<file path="src/sv/hpre_pkg.sv">
// Package for the hazard pointer reclaim engine.
// Holds operation and result codes and the controller/datapath command and status types.
// No dependencies.
package hpre_pkg;

   localparam int OpWidth   = 3;
   localparam int TidWidth  = 3;
   localparam int PtrWidth  = 48;
   localparam int KindWidth = 2;
   localparam int LenWidth  = 6;
   localparam int CfgWidth  = 4;
   localparam int CsrAddrW  = 3;

   localparam logic [OpWidth-1:0] OP_PLACE   = 3'd0;
   localparam logic [OpWidth-1:0] OP_REPLACE = 3'd1;
   localparam logic [OpWidth-1:0] OP_LIST    = 3'd2;
   localparam logic [OpWidth-1:0] OP_TEMP    = 3'd3;
   localparam logic [OpWidth-1:0] OP_RELEASE = 3'd4;
   localparam logic [OpWidth-1:0] OP_RETIRE  = 3'd5;

   localparam logic [KindWidth-1:0] KIND_FREED    = 2'd0;
   localparam logic [KindWidth-1:0] KIND_DONE     = 2'd1;
   localparam logic [KindWidth-1:0] KIND_ACCEPTED = 2'd2;
   localparam logic [KindWidth-1:0] KIND_REFUSED  = 2'd3;

   localparam logic CSR_IDX_ACTIVE = 1'b0;
   localparam logic [CfgWidth-1:0] ACTIVE_RESET = 4'd8;

   typedef struct packed {
      logic capture;
      logic apply;
      logic scan_init;
      logic rd_issue;
      logic cmp_capture;
      logic keep;
      logic emit_freed;
      logic scan_done;
      logic emit_final;
   } hpre_cmd_type;

   typedef struct packed {
      logic scan_needed;
      logic remain_zero;
      logic hit;
      logic out_free;
   } hpre_sts_type;

endpackage

</file>
<file path="src/sv/hpre_ctrl.sv">
// Controller of the hazard pointer reclaim engine: sequences operations and retire scans.
// Depends on hpre_pkg for the command and status types.
module hpre_ctrl (
   input  logic                   clock,
   input  logic                   reset,
   input  logic                   req_valid,
   output logic                   req_ready,
   output hpre_pkg::hpre_cmd_type cmd,
   input  hpre_pkg::hpre_sts_type sts
);
   import hpre_pkg::*;

   typedef enum logic [5:0] {
      ST_IDLE     = 6'b000001,
      ST_APPLY    = 6'b000010,
      ST_SCAN_RD  = 6'b000100,
      ST_SCAN_MEM = 6'b001000,
      ST_SCAN_ACT = 6'b010000,
      ST_FINAL    = 6'b100000
   } state_type;

   state_type state_ff, state_in;

   assign req_ready = state_ff == ST_IDLE;

   always_comb begin
      cmd      = '0;
      state_in = state_ff;
      case (state_ff)
         ST_IDLE: begin
            if (req_valid) begin
               cmd.capture = 1'b1;
               state_in    = ST_APPLY;
            end
         end
         ST_APPLY: begin
            cmd.apply = 1'b1;
            if (sts.scan_needed) begin
               cmd.scan_init = 1'b1;
               state_in      = ST_SCAN_RD;
            end else begin
               state_in = ST_FINAL;
            end
         end
         ST_SCAN_RD: begin
            if (sts.remain_zero) begin
               cmd.scan_done = 1'b1;
               state_in      = ST_FINAL;
            end else begin
               cmd.rd_issue = 1'b1;
               state_in     = ST_SCAN_MEM;
            end
         end
         ST_SCAN_MEM: begin
            cmd.cmp_capture = 1'b1;
            state_in        = ST_SCAN_ACT;
         end
         ST_SCAN_ACT: begin
            if (sts.hit) begin
               cmd.keep = 1'b1;
               state_in = ST_SCAN_RD;
            end else if (sts.out_free) begin
               cmd.emit_freed = 1'b1;
               state_in       = ST_SCAN_RD;
            end
         end
         ST_FINAL: begin
            if (sts.out_free) begin
               cmd.emit_final = 1'b1;
               state_in       = ST_IDLE;
            end
         end
         default: begin
            state_in = ST_IDLE;
         end
      endcase
   end

   always_ff @(posedge clock) begin
      if (reset) state_ff <= ST_IDLE;
      else state_ff <= state_in;
   end

endmodule

</file>
<file path="config.mk">
export PLATFORM = sky130hd
export DESIGN_NAME = hpre_ctrl
export DESIGN_NICKNAME = d
export VERILOG_FILES = /design/src/sv/hpre_pkg.sv /design/src/sv/hpre_ctrl.sv
export SDC_FILE = /design/constraint.sdc
export NUM_CORES = 1
export LEC_CHECK = 0
export BUFFER_PORTS_ARGS = -buffer_cell sky130_fd_sc_hd__buf_2
export CORE_MARGIN = 2
export CORE_UTILIZATION = 27
export DETAILED_ROUTE_END_ITERATION = 12
export PLACE_DENSITY_LB_ADDON = 0.1
export RECOVER_POWER = 100
export SYNTH_ARGS = -nofsm -noshare
export SYNTH_HDL_FRONTEND = slang
export SYNTH_SLANG_ARGS = --single-unit
</file>
<file path="constraint.sdc">
create_clock -name clock -period 1.2 [get_ports clock]
set_clock_uncertainty 0.1 [all_clocks]
set_input_delay 0.06 -clock clock [delete_from_list [all_inputs] [get_ports clock]]
set_output_delay 0.06 -clock clock [all_outputs]
set_load 0.1 [all_outputs]
</file>
==> results of run 1 <==
-- cells by family (layout without fill, tap and decap cells) --
kind of cell | count (synthesis) | in the layout | share of synthesized area [%]
buf+inv | 5 | 44 | 5.57
simple gates | 26 | 26 | 45.2
compound gates | 10 | 10 | 17.3
flops | 6 | 6 | 29.7
xor+xnor | 1 | 1 | 2.17
-- critical path: cells and delay by family, from the launching register on --
kind | cells | cell delay (ps)
and+or+nand+nor | 2 | 510
buffers and inverters | 2 | 290
DFF | 1 | 350
-- cell type report --
cell class	count	area, um^2	share of cell area, %
Sequential cell	6	133	13.6
Clock buffer	4	26.3	2.69
Timing Repair Buffer	36	414	42.4
Tap cell	15	18.8	1.92
Multi-Input combinational cell	37	369	37.8
Inverter	4	15.0	1.54
-- placed cells by master (no fill, tap or decap), types with 3 or more instances in the layout --
cell            n
buf_6           7
and2_4          3
nor2b_1         3
inv_1           4
clkbuf_4        3
buf_4          10
dfxtp_2         4
nor2_4          5
dlygate4sd3_1   3
buf_2           6
buf_12         10
-- what timing repair did --
action	4_1_cts	5_1_grt
gates resized for setup	13	7
buffers inserted	4	0
hold endpoints to repair	4	0
hold buffers	3	0
setup endpoints to repair	15	16
pin swaps	10	9
-- stage by stage --
step	cells	setup TNS (ps)	hold slack [ps]
global placement	91	-1420	159
floorplan	48	-2550	25.0
finish	102	-3920	64.9
global route	102	-4790	74.3
CTS	102	-4010	79.3
detailed placement	91	-1550	166
-- metal layers --
| metal | up-vias | wire length, um |
|---|---|---|
| met5 | - | 0 |
| met4 | 0 | 8 |
| met3 | 2 | 41 |
| met2 | 11 | 690 |
| met1 | 234 | 540 |
| li1 | 250 | - |
-- power by group --
| group | leakage, nW | internal [mW] | switching [mW] | total (mW) |
|---|---|---|---|---|
| Clock | 0.0150 | 0.126 | 0.0718 | 0.198 |
| Combinational | 0.358 | 0.184 | 0.206 | 0.390 |
| Sequential | 0.0516 | 0.210 | 0.0213 | 0.231 |
| Total | 0.425 | 0.520 | 0.299 | 0.819 |
-- how the worst max path moves through the flow --
stage,start,to,slack (ps)
3_3_place_gp,state_ff[2]$_SDFFE_PP0P_,state_ff[0]$_SDFFE_PP1P_,-150
3_5_place_dp,state_ff[0]$_SDFFE_PP1P_,state_ff[5]$_SDFFE_PP0P_,-170
5_1_grt,state_ff[2]$_SDFFE_PP0P_,cmd[0],-410
2_1_floorplan,state_ff[4]$_SDFFE_PP0P_,cmd[8],-360
6_report,state_ff[2]$_SDFFE_PP0P_,cmd[6],-350
4_1_cts,state_ff[2]$_SDFFE_PP0P_,cmd[2],-350
==> results by group, run 1 <==
Final layout
  – Final Core Density: 72.3%
  – Largest register FFs: 6
  – Fin nets: 95
  – Most flops, register: state_ff
  – Layout cells sized above 1: 74.7%
  – Antenna fix cells: 0
  – Top Registers: state_ff (6)
  – Design Area, Final: 976 um^2
  – Area growth from synthesis to layout: 141%
  – # fillers: 103

Floorplan
  – Die width: 42.7 um
  – FP Rows: 13
  – Die area: 0.00182 mm^2
  – Die Y: 42.7 um
  – # IOs: 17
  – Core ar.: 0.00135 mm^2
  – Initial Util: 29.9%

Placement
  – Global placer's final weighted congestion: 0.765
  – IO buf count: 16
  – Dpl hpwl: 949 um
  – Placed cell area: 813 um^2
  – Pre-CTS WS: -170 ps

Yosys
  – Synth Register Bits: 6
  – Dominant synthesized flop cell: dfxtp_1
  – Cells after synthesis: 48
  – Top cells by count, synth: 8 x nor2_1, 6 x dfxtp_1, 4 x inv_1
  – Post-synth ARST share: 0%
  – Top cell type's share of synthesized area: 29.7%
  – Part of the Yosys area used for sequential elements: 29.7%
  – Unique masters post-synth: 25
  – Syn nets: 55
  – Top post-synthesis cells by area: dfxtp_1 30%, nor2_1 7.4%, nor4_4 5.3%
  – Dominant cell by count in the synthesized netlist: nor2_1
  – Synthesized area: 404 um^2
  – Largest area contributor in the netlist: dfxtp_1
  – Warnings, synthesis: 0
  – EDFF count, synth: 0
  – Syn avg cell area: 8.42 um^2

STA
  – Final worst setup slack: -346 ps
  – Worst-Margin Slew: 244 ps
  – Max Slew Vio Count: 0
  – Final clock period utilization by the worst path: 129%
  – # setup viols final: 14
  – Fmax: 0.647 GHz
  – Slew HR: 83.7%
  – Final Critical Period: 1550 ps
  – RSZ-0062 raised after global routing: yes
  – Final Hold Fails: 0

Worst setup path
  – Worst reg2reg path depth: 6
  – Required @ worst endpoint: 1040 ps
  – Critical-path cell list: buf_6 > and4b_4 > and2_4 > buf_12
  – Worst-path maximum fanout: 5
  – R2R Path Start: state_ff[2]$_SDFFE_PP0P_
  – Critical Path AT: 1390 ps
  – Crit path max-delay cell type: dfxtp_4
  – Critical path startpoint category: flop
  – Critical path class: flop to primary output
  – Slowest stage delay, CP: 350 ps
  – Critical path capture point type: primary output
  – Critical R2R Capture: state_ff[2]$_SDFFE_PP0P_
  – Reg-to-reg slack, setup: -230 ps

GRT
  – Vias in the first global route: 525
  – Global-route track usage on met1: 18.8%
  – GRT Max-Usage Layer: met2
  – Global-route wire length before repair: 2220 um
  – Met3 usage: 2.55%
  – GRT Overall Usage: 16.6%
  – Total grt overflow: 0
  – Initial antenna violation count: 0
  – Met2 usage: 29.1%
  – Largest net degree at the start of global routing: 6

Route
  – WL per Instance: 12.6 um
  – Antenna viol nets, final: 0
  – Vias per Instance: 4.87
  – Via count: 497
  – Total wire length: 1280 um
  – Drc violations: 0
  – DRT Pass-1 Iters: 2
  – Initial DRC count: 3

Run status
  – Status: complete, but fails checks
  – Failing checks: negative setup slack

Clock tree
  – Clock Pin Slew Worst Setup and Hold Paths: 50 ps
  – CTS buffer count: 3
  – # H-tree levels: 1
  – Max Buffers Root-to-Sink: 2
  – CTS root buffer: clkbuf_4
  – TritonCTS Sinks: 6
  – CTS tree: done
  – Clk_lat worst skew: 240 ps

Min path
  – Hold Path Sink: state_ff[0]$_SDFFE_PP1P_
  – Hold WC Path Type: primary input to flop
  – Hold Path Cell Cnt: 3
  – Hold Crit Start: sts[0]

Power and ir drop
  – PD cells: 839 mW/mm^2
  – P_leak: 0.425 nW
  – Peak VDD IR: 0.927 mV
  – Total power: 0.819 mW

Flow run
  – Max-cap violations: 0
Power figures use the tool's default switching activity.
==> run 2: changes to the inputs <==
CORE_AREA = 2 2 39 41   (was not set)
CORE_MARGIN = not set   (was 2)
CORE_UTILIZATION = not set   (was 27)
DIE_AREA = 0 0 41 43   (was not set)
==> results by group, run 2 (same netlist as run 1, synthesis figures left out) <==
Final layout
  – Fin nets: 102 (+7.4%)
  – Area growth from synthesis to layout: 163%
  – Footprint of the multi-input gates: 383 um^2 (+3.7%)
  – Top Registers: state_ff (6)
  – Layout cells sized above 1: 77.7% (+2.9 points)
  – Most flops, register: state_ff
  – Most frequent cells in the layout: 16 x buf_4, 11 x buf_12, 7 x buf_6, 6 x buf_2, 5 x nor2_4
  – Reg area: 138 um^2 (+3.8%)
  – # fillers: 91 (-12%)
  – Largest register FFs: 6 (unchanged)
  – Antenna fix cells: 0 (unchanged)
  – Commonest non-fill, non-tap cell in the layout: buf_4
  – Final Core Density: 76.7% (+4.4 points)

Route
  – Antenna viol nets, final: 0 (unchanged)
  – Drc violations: 0 (unchanged)
  – Via count: 540 (+8.7%)
  – Initial DRC count: 8 (+5)
  – Routed wl met3: 61 um (+49%)
  – Routed length on met2: 918 um (+33%)
  – Vias per Instance: 4.91 (+0.75%)
  – Total wire length: 1500 um (+17%)
  – DRT Pass-1 Iters: 4 (+2)
  – Met1 Wirelength: 498 um (-7.8%)
  – WL per Instance: 13.6 um (+8.2%)
  – Top sig layer: met4

Min path
  – Hold WC Path Type: primary input to flop
  – Hold Path Cell Cnt: 4 (+1)

Clock tree
  – CTS buffer count: 3 (unchanged)
  – TritonCTS Sinks: 6 (unchanged)
  – CTS tree: done
  – Clk_lat worst skew: 250 ps (about the same)
  – Clock Pin Slew Worst Setup and Hold Paths: 40 ps (about the same)
  – Max Buffers Root-to-Sink: 2 (unchanged)
  – CTS root buffer: clkbuf_4
  – # H-tree levels: 1 (unchanged)

Worst setup path
  – Required @ worst endpoint: 1040 ps (about the same)
  – Worst reg2reg path depth: 6 (unchanged)
  – Worst-path maximum fanout: 4 (-1)
  – Critical-path cell list: buf_6 > nor2_4 > and4b_4 > and2_4 > buf_12
  – Critical path class: flop to primary output
  – Crit path max-delay cell type: dfxtp_2
  – Critical path startpoint category: flop
  – Slowest stage delay, CP: 330 ps (-20 ps)
  – Critical Path AT: 1430 ps (+40 ps)
  – Critical path capture point type: primary output

Floorplan
  – # IOs: 17 (unchanged)
  – Initial Util: 29.2% (-0.73 points)
  – Die area: 0.00176 mm^2 (-3.3%)
  – Die Y: 43 um (+0.73%)
  – Core ar.: 0.00138 mm^2 (+2.5%)
  – Die width: 41 um (-4.0%)
  – FP Rows: 14 (+1)

GRT
  – Initial antenna violation count: 0 (unchanged)
  – Vias in the first global route: 534 (+1.7%)
  – GRT Overall Usage: 19.2% (+2.5 points)
  – Total grt overflow: 0 (unchanged)
  – Largest net degree at the start of global routing: 6 (unchanged)
  – Global-route wire length before repair: 2240 um (+0.63%)

Run status
  – Status: complete, but fails checks
  – Failing checks: negative setup slack

STA
  – Final worst setup slack: -390 ps (-44.3 ps)
  – Max Slew Vio Count: 0 (unchanged)
  – Final Hold Fails: 0 (unchanged)
  – Setup TNS: -4500 ps (-584 ps)
  – Worst-Margin Slew: 219 ps (-25.3 ps)
  – Slew HR: 85.4% (+1.7 points)
  – # setup viols final: 16 (+2)
  – Final Critical Period: 1590 ps (+44.3 ps)
  – Final clock period utilization by the worst path: 132% (+3.7 points)
  – Fmax: 0.629 GHz (-2.8%)
  – RSZ-0062 raised after global routing: yes

Power and ir drop
  – PD cells: 818 mW/mm^2 (-2.5%)
  – P_leak: 0.466 nW (+9.8%)
  – Total power: 0.868 mW (+6.0%)
  – Peak VDD IR: 0.912 mV (-1.6%)

Flow run
  – Max-cap violations: 0 (unchanged)

Placement
  – IO buf count: 16 (unchanged)
  – Dpl hpwl: 945 um (-0.37%)
  – Global placer's final weighted congestion: 0.779 (+1.8%)
==> run 2: power breakdown <==
part / switching [mW] / total [mW] / internal [mW]
sequential: 0.0235 / 0.231 / 0.207
clock: 0.0732 / 0.199 / 0.126
combinational: 0.220 / 0.438 / 0.219
==> run 2: worst paths after layout <==
check,from,end,slack (ps)
worst max register to register,state_ff[2]$_SDFFE_PP0P_,state_ff[0]$_SDFFE_PP1P_,-290
worst min register to register,state_ff[4]$_SDFFE_PP0P_,state_ff[4]$_SDFFE_PP0P_,620
worst min-delay path,req_valid,state_ff[0]$_SDFFE_PP1P_,70
worst max-delay path,state_ff[5]$_SDFFE_PP0P_,cmd[6],-390
==> run 2: routing by layer <==
layer,global-route usage [%],vias to the layer above
li1,-,263
met1,18.9,257
met2,35.3,18
met3,2.62,2
met4,9.33,0
met5,0,-
==> run 2: repair_timing <==
action,CTS,global route
buffers inserted,6,7
hold endpoints to repair,3,0
hold buffers,3,0
pin swaps,9,7
endpoints found under the setup margin,15,15
gates resized for setup,21,4
==> run 2: through the flow <==
step	std cells	instance area, um^2	hold WS [ps]	worst slack (ps)
2_1_floorplan	48	478	25.0	-364
3_3_place_gp	90	812	160	-162
3_5_place_dp	90	812	167	-189
4_1_cts	103	992	54.9	-378
5_1_grt	110	1060	97.4	-437
6_report	110	1060	73.1	-390
==> run 2: area by class of cell <==
cell class,instances,area share [%]
multi-input cells,37,36.1
repair buffers,43,45.2
clock buffers,4,2.48
inverters,4,1.42
flip-flops and latches,6,13.0
well taps,16,1.89
==> run 2: critical path, delay by kind of cell, from the launching register on <==
kind / cells / cell delay, ps
buffers and inverters: 2 / 290
and+or+nand+nor: 3 / 570
DFF: 1 / 330
==> run 3: changes to the inputs <==
ABC_AREA = 1   (was not set)
==> results by group, run 3 <==
Placement
  – Global placer's final weighted congestion: 0.771 (-1.0%)
  – Dpl hpwl: 918 um (-2.9%)
  – IO buf count: 16 (unchanged)
  – Pre-CTS WS: -95.2 ps (+93.9 ps)

GRT
  – Initial antenna violation count: 0 (unchanged)
  – Largest net degree at the start of global routing: 6 (unchanged)
  – GRT Overall Usage: 20.8% (+1.7 points)
  – Vias in the first global route: 565 (+5.8%)
  – Global-route wire length before repair: 2380 um (+6.5%)
  – Total grt overflow: 0 (unchanged)

Yosys
  – Part of the Yosys area used for sequential elements: 28.7% (-1.1 points)
  – Largest area contributor in the netlist: dfxtp_1
  – Top cell type's share of synthesized area: 28.7% (-1.1 points)
  – Dominant synthesized flop cell: dfxtp_1
  – Syn nets: 75 (+36%)
  – Synthesized area: 419 um^2 (+3.7%)
  – Top cells by count, synth: 17 x inv_1, 15 x nor2_1, 8 x nand2_1
  – Top post-synthesis cells by area: dfxtp_1 29%, inv_1 15%, nor2_1 13%
  – Syn avg cell area: 6.16 um^2 (-27%)
  – Dominant cell by count in the synthesized netlist: inv_1
  – Cells after synthesis: 68 (+42%)
  – Warnings, synthesis: 0 (unchanged)
  – EDFF count, synth: 0 (unchanged)
  – Synth Register Bits: 6 (unchanged)
  – Unique masters post-synth: 16 (-36%)
  – Post-synth ARST share: 0% (unchanged)

Power and ir drop
  – Clk pwr share: 26.0% (+3.1 points)
  – Switching power total: 0.305 mW (-3.5%)
  – Sw Ratio: 39.8% (+3.4 points)
  – Peak VDD IR: 0.621 mV (-32%)
  – P_leak: 0.486 nW (+4.1%)
  – PD cells: 742 mW/mm^2 (-9.3%)
  – Flop pwr share: 28.6% (+2.0 points)
  – Combinational cell fraction of total power: 45.5% (-5.0 points)
  – Total power: 0.767 mW (-12%)
  – Int Power: 0.462 mW (-16%)

STA
  – Slew HR: 84.9% (-0.45 points)
  – Final Hold Fails: 0 (unchanged)
  – RSZ-0062 raised after global routing: yes
  – Final clock period utilization by the worst path: 126% (-6.0 points)
  – Final worst setup slack: -317 ps (+72.5 ps)
  – # setup viols final: 16 (unchanged)
  – Fmax: 0.659 GHz (+4.8%)
  – Final Critical Period: 1520 ps (-72.5 ps)
  – Worst hold margin: 25.7 ps (-47.4 ps)
  – Max Slew Vio Count: 0 (unchanged)
  – Worst-Margin Slew: 226 ps (+6.56 ps)
  – Setup TNS: -3990 ps (+515 ps)

Floorplan
  – Core ar.: 0.00138 mm^2 (unchanged)
  – Initial Util: 30.3% (+1.1 points)
  – # IOs: 17 (unchanged)
  – Die Y: 43 um (unchanged)
  – Die width: 41 um (unchanged)
  – FP Rows: 14 (unchanged)
  – Die area: 0.00176 mm^2 (unchanged)

Final layout
  – Fin nets: 116 (+14%)
  – Antenna fix cells: 0 (unchanged)
  – Area growth from synthesis to layout: 147%
  – Most flops, register: state_ff
  – Most frequent cells in the layout: 12 x buf_12, 12 x buf_4, 9 x nor2_4, 9 x inv_1, 8 x nor2_1
  – Layout cells sized above 1: 70.1% (-7.6 points)
  – Largest register FFs: 6 (unchanged)
  – Top Registers: state_ff (6)

Worst setup path
  – Worst Path Buf+Inv: 2 (unchanged)
  – Critical Path AT: 1360 ps (-70 ps)
  – Critical-path cell list: buf_6 > nor2_4 > nand3_4 > nor2_4 > buf_12
  – Worst-path maximum fanout: 3 (-1)
  – Slowest stage delay, CP: 330 ps (about the same)
  – Critical Path Start: state_ff[3]$_SDFFE_PP0P_
  – Critical path class: flop to primary output
  – Required @ worst endpoint: 1040 ps (about the same)
  – Crit path max-delay cell type: dfxtp_2
  – Critical path capture point type: primary output
  – Largest delay share family, worst path: simple AND/OR/NAND/NOR gates
  – Most used cell, CP: nor2_4
  – Critical path startpoint category: flop
  – R2R Path Start: state_ff[3]$_SDFFE_PP0P_

Route
  – Vias per Instance: 4.72 (-3.9%)
  – Via count: 580 (+7.4%)
  – Antenna viol nets, final: 0 (unchanged)
  – DRT Pass-1 Iters: 4 (unchanged)
  – Total wire length: 1530 um (+2.5%)
  – WL per Instance: 12.5 um (-8.3%)
  – Initial DRC count: 7 (-1)
  – Drc violations: 0 (unchanged)

Run status
  – Status: complete, but fails checks
  – Failing checks: negative setup slack

Clock tree
  – CTS root buffer: clkbuf_4
  – CTS buffer count: 3 (unchanged)
  – Clk_lat worst skew: 250 ps (about the same)
  – # H-tree levels: 1 (unchanged)
  – Clock Pin Slew Worst Setup and Hold Paths: 50 ps (about the same)
  – Max Buffers Root-to-Sink: 2 (unchanged)
  – CTS tree: done
  – TritonCTS Sinks: 6 (unchanged)

Flow run
  – Max-cap violations: 0 (unchanged)

Min path
  – Hold Crit Start: req_valid
  – Hold WC Path Type: primary input to flop
run 3: cell count changes after synthesis, moves of 3 or more:
cell / delta
nand4_1: +4
nand2_1: +8
inv_1: +13
nor2b_1: -3
nor2_1: +7
nand3_1: +4
run 3: area by class of cell:
cell class              instances  area (um^2)
repair buffers                 37          438
flip-flops and latches          6          128
clock buffers                   3         22.5
multi-input cells              44          347
inverters                      17         78.8
fillers                        93          350
well taps                      16         20.0
run 3: what timing repair did:
item / in CTS / in global routing
hold buffers: 1 / 0
hold endpoints to repair: 4 / 0
setup buffers: 16 / 2
setup endpoints to repair: 15 / 16
pin swaps: 15 / 8
gates cloned: 0 / 0
resized for setup: 16 / 8
run 3: cells by family (layout without fill, tap and decap cells):
family,Yosys count,in the layout,synth area share [%]
simple gates,41,41,49.6
buf+inv,18,57,17.0
flops,6,6,28.7
compound gates,3,3,4.78
run 3: power by group through the flow:
| stage | Sequential (mW) | Combinational [mW] | Clock, mW |
|---|---|---|---|
| final | 0.219 | 0.349 | 0.199 |
| after global routing | 0.220 | 0.365 | 0.226 |
| after CTS | 0.218 | 0.319 | 0.195 |
| after detailed placement | 0.222 | 0.274 | 0 |
| after global placement | 0.221 | 0.272 | 0 |
| after floorplan | 0.220 | 0.181 | 0 |
run 3: through the flow:
step | instances | instance area (um^2) | util (%)
6_report | 123 | 1030 | 74.7
3_3_place_gp | 101 | 751 | 54.2
2_1_floorplan | 68 | 493 | -
3_5_place_dp | 101 | 751 | 54.2
4_1_cts | 121 | 988 | 71.4
5_1_grt | 123 | 1030 | 74.7
run 3: path summary, 6_finish.rpt:
| check | endpoint | slack [ps] | cells past startpoint |
|---|---|---|---|
| worst max-delay path | cmd[8] | -320 | 5 |
| worst min-delay path | state_ff[1]$_SDFFE_PP0P_ | 30 | 3 |
| worst max register to register | state_ff[0]$_SDFFE_PP1P_ | -300 | 9 |
| worst min register to register | state_ff[1]$_SDFFE_PP0P_ | 590 | 4 |
run 3: tightest hold or removal path, cell delays in order:
cell    delay [ps]
buf_2           90
inv_1          130
nor3_2          70
run 3: routing by layer:
metal  wire, um  global-route usage (%)  vias up
li1           -                       -      289
met1        598                    23.6      274
met2        843                    34.4       15
met3         74                    9.42        2
met4         17                    4.00        0
met5          0                       0        -
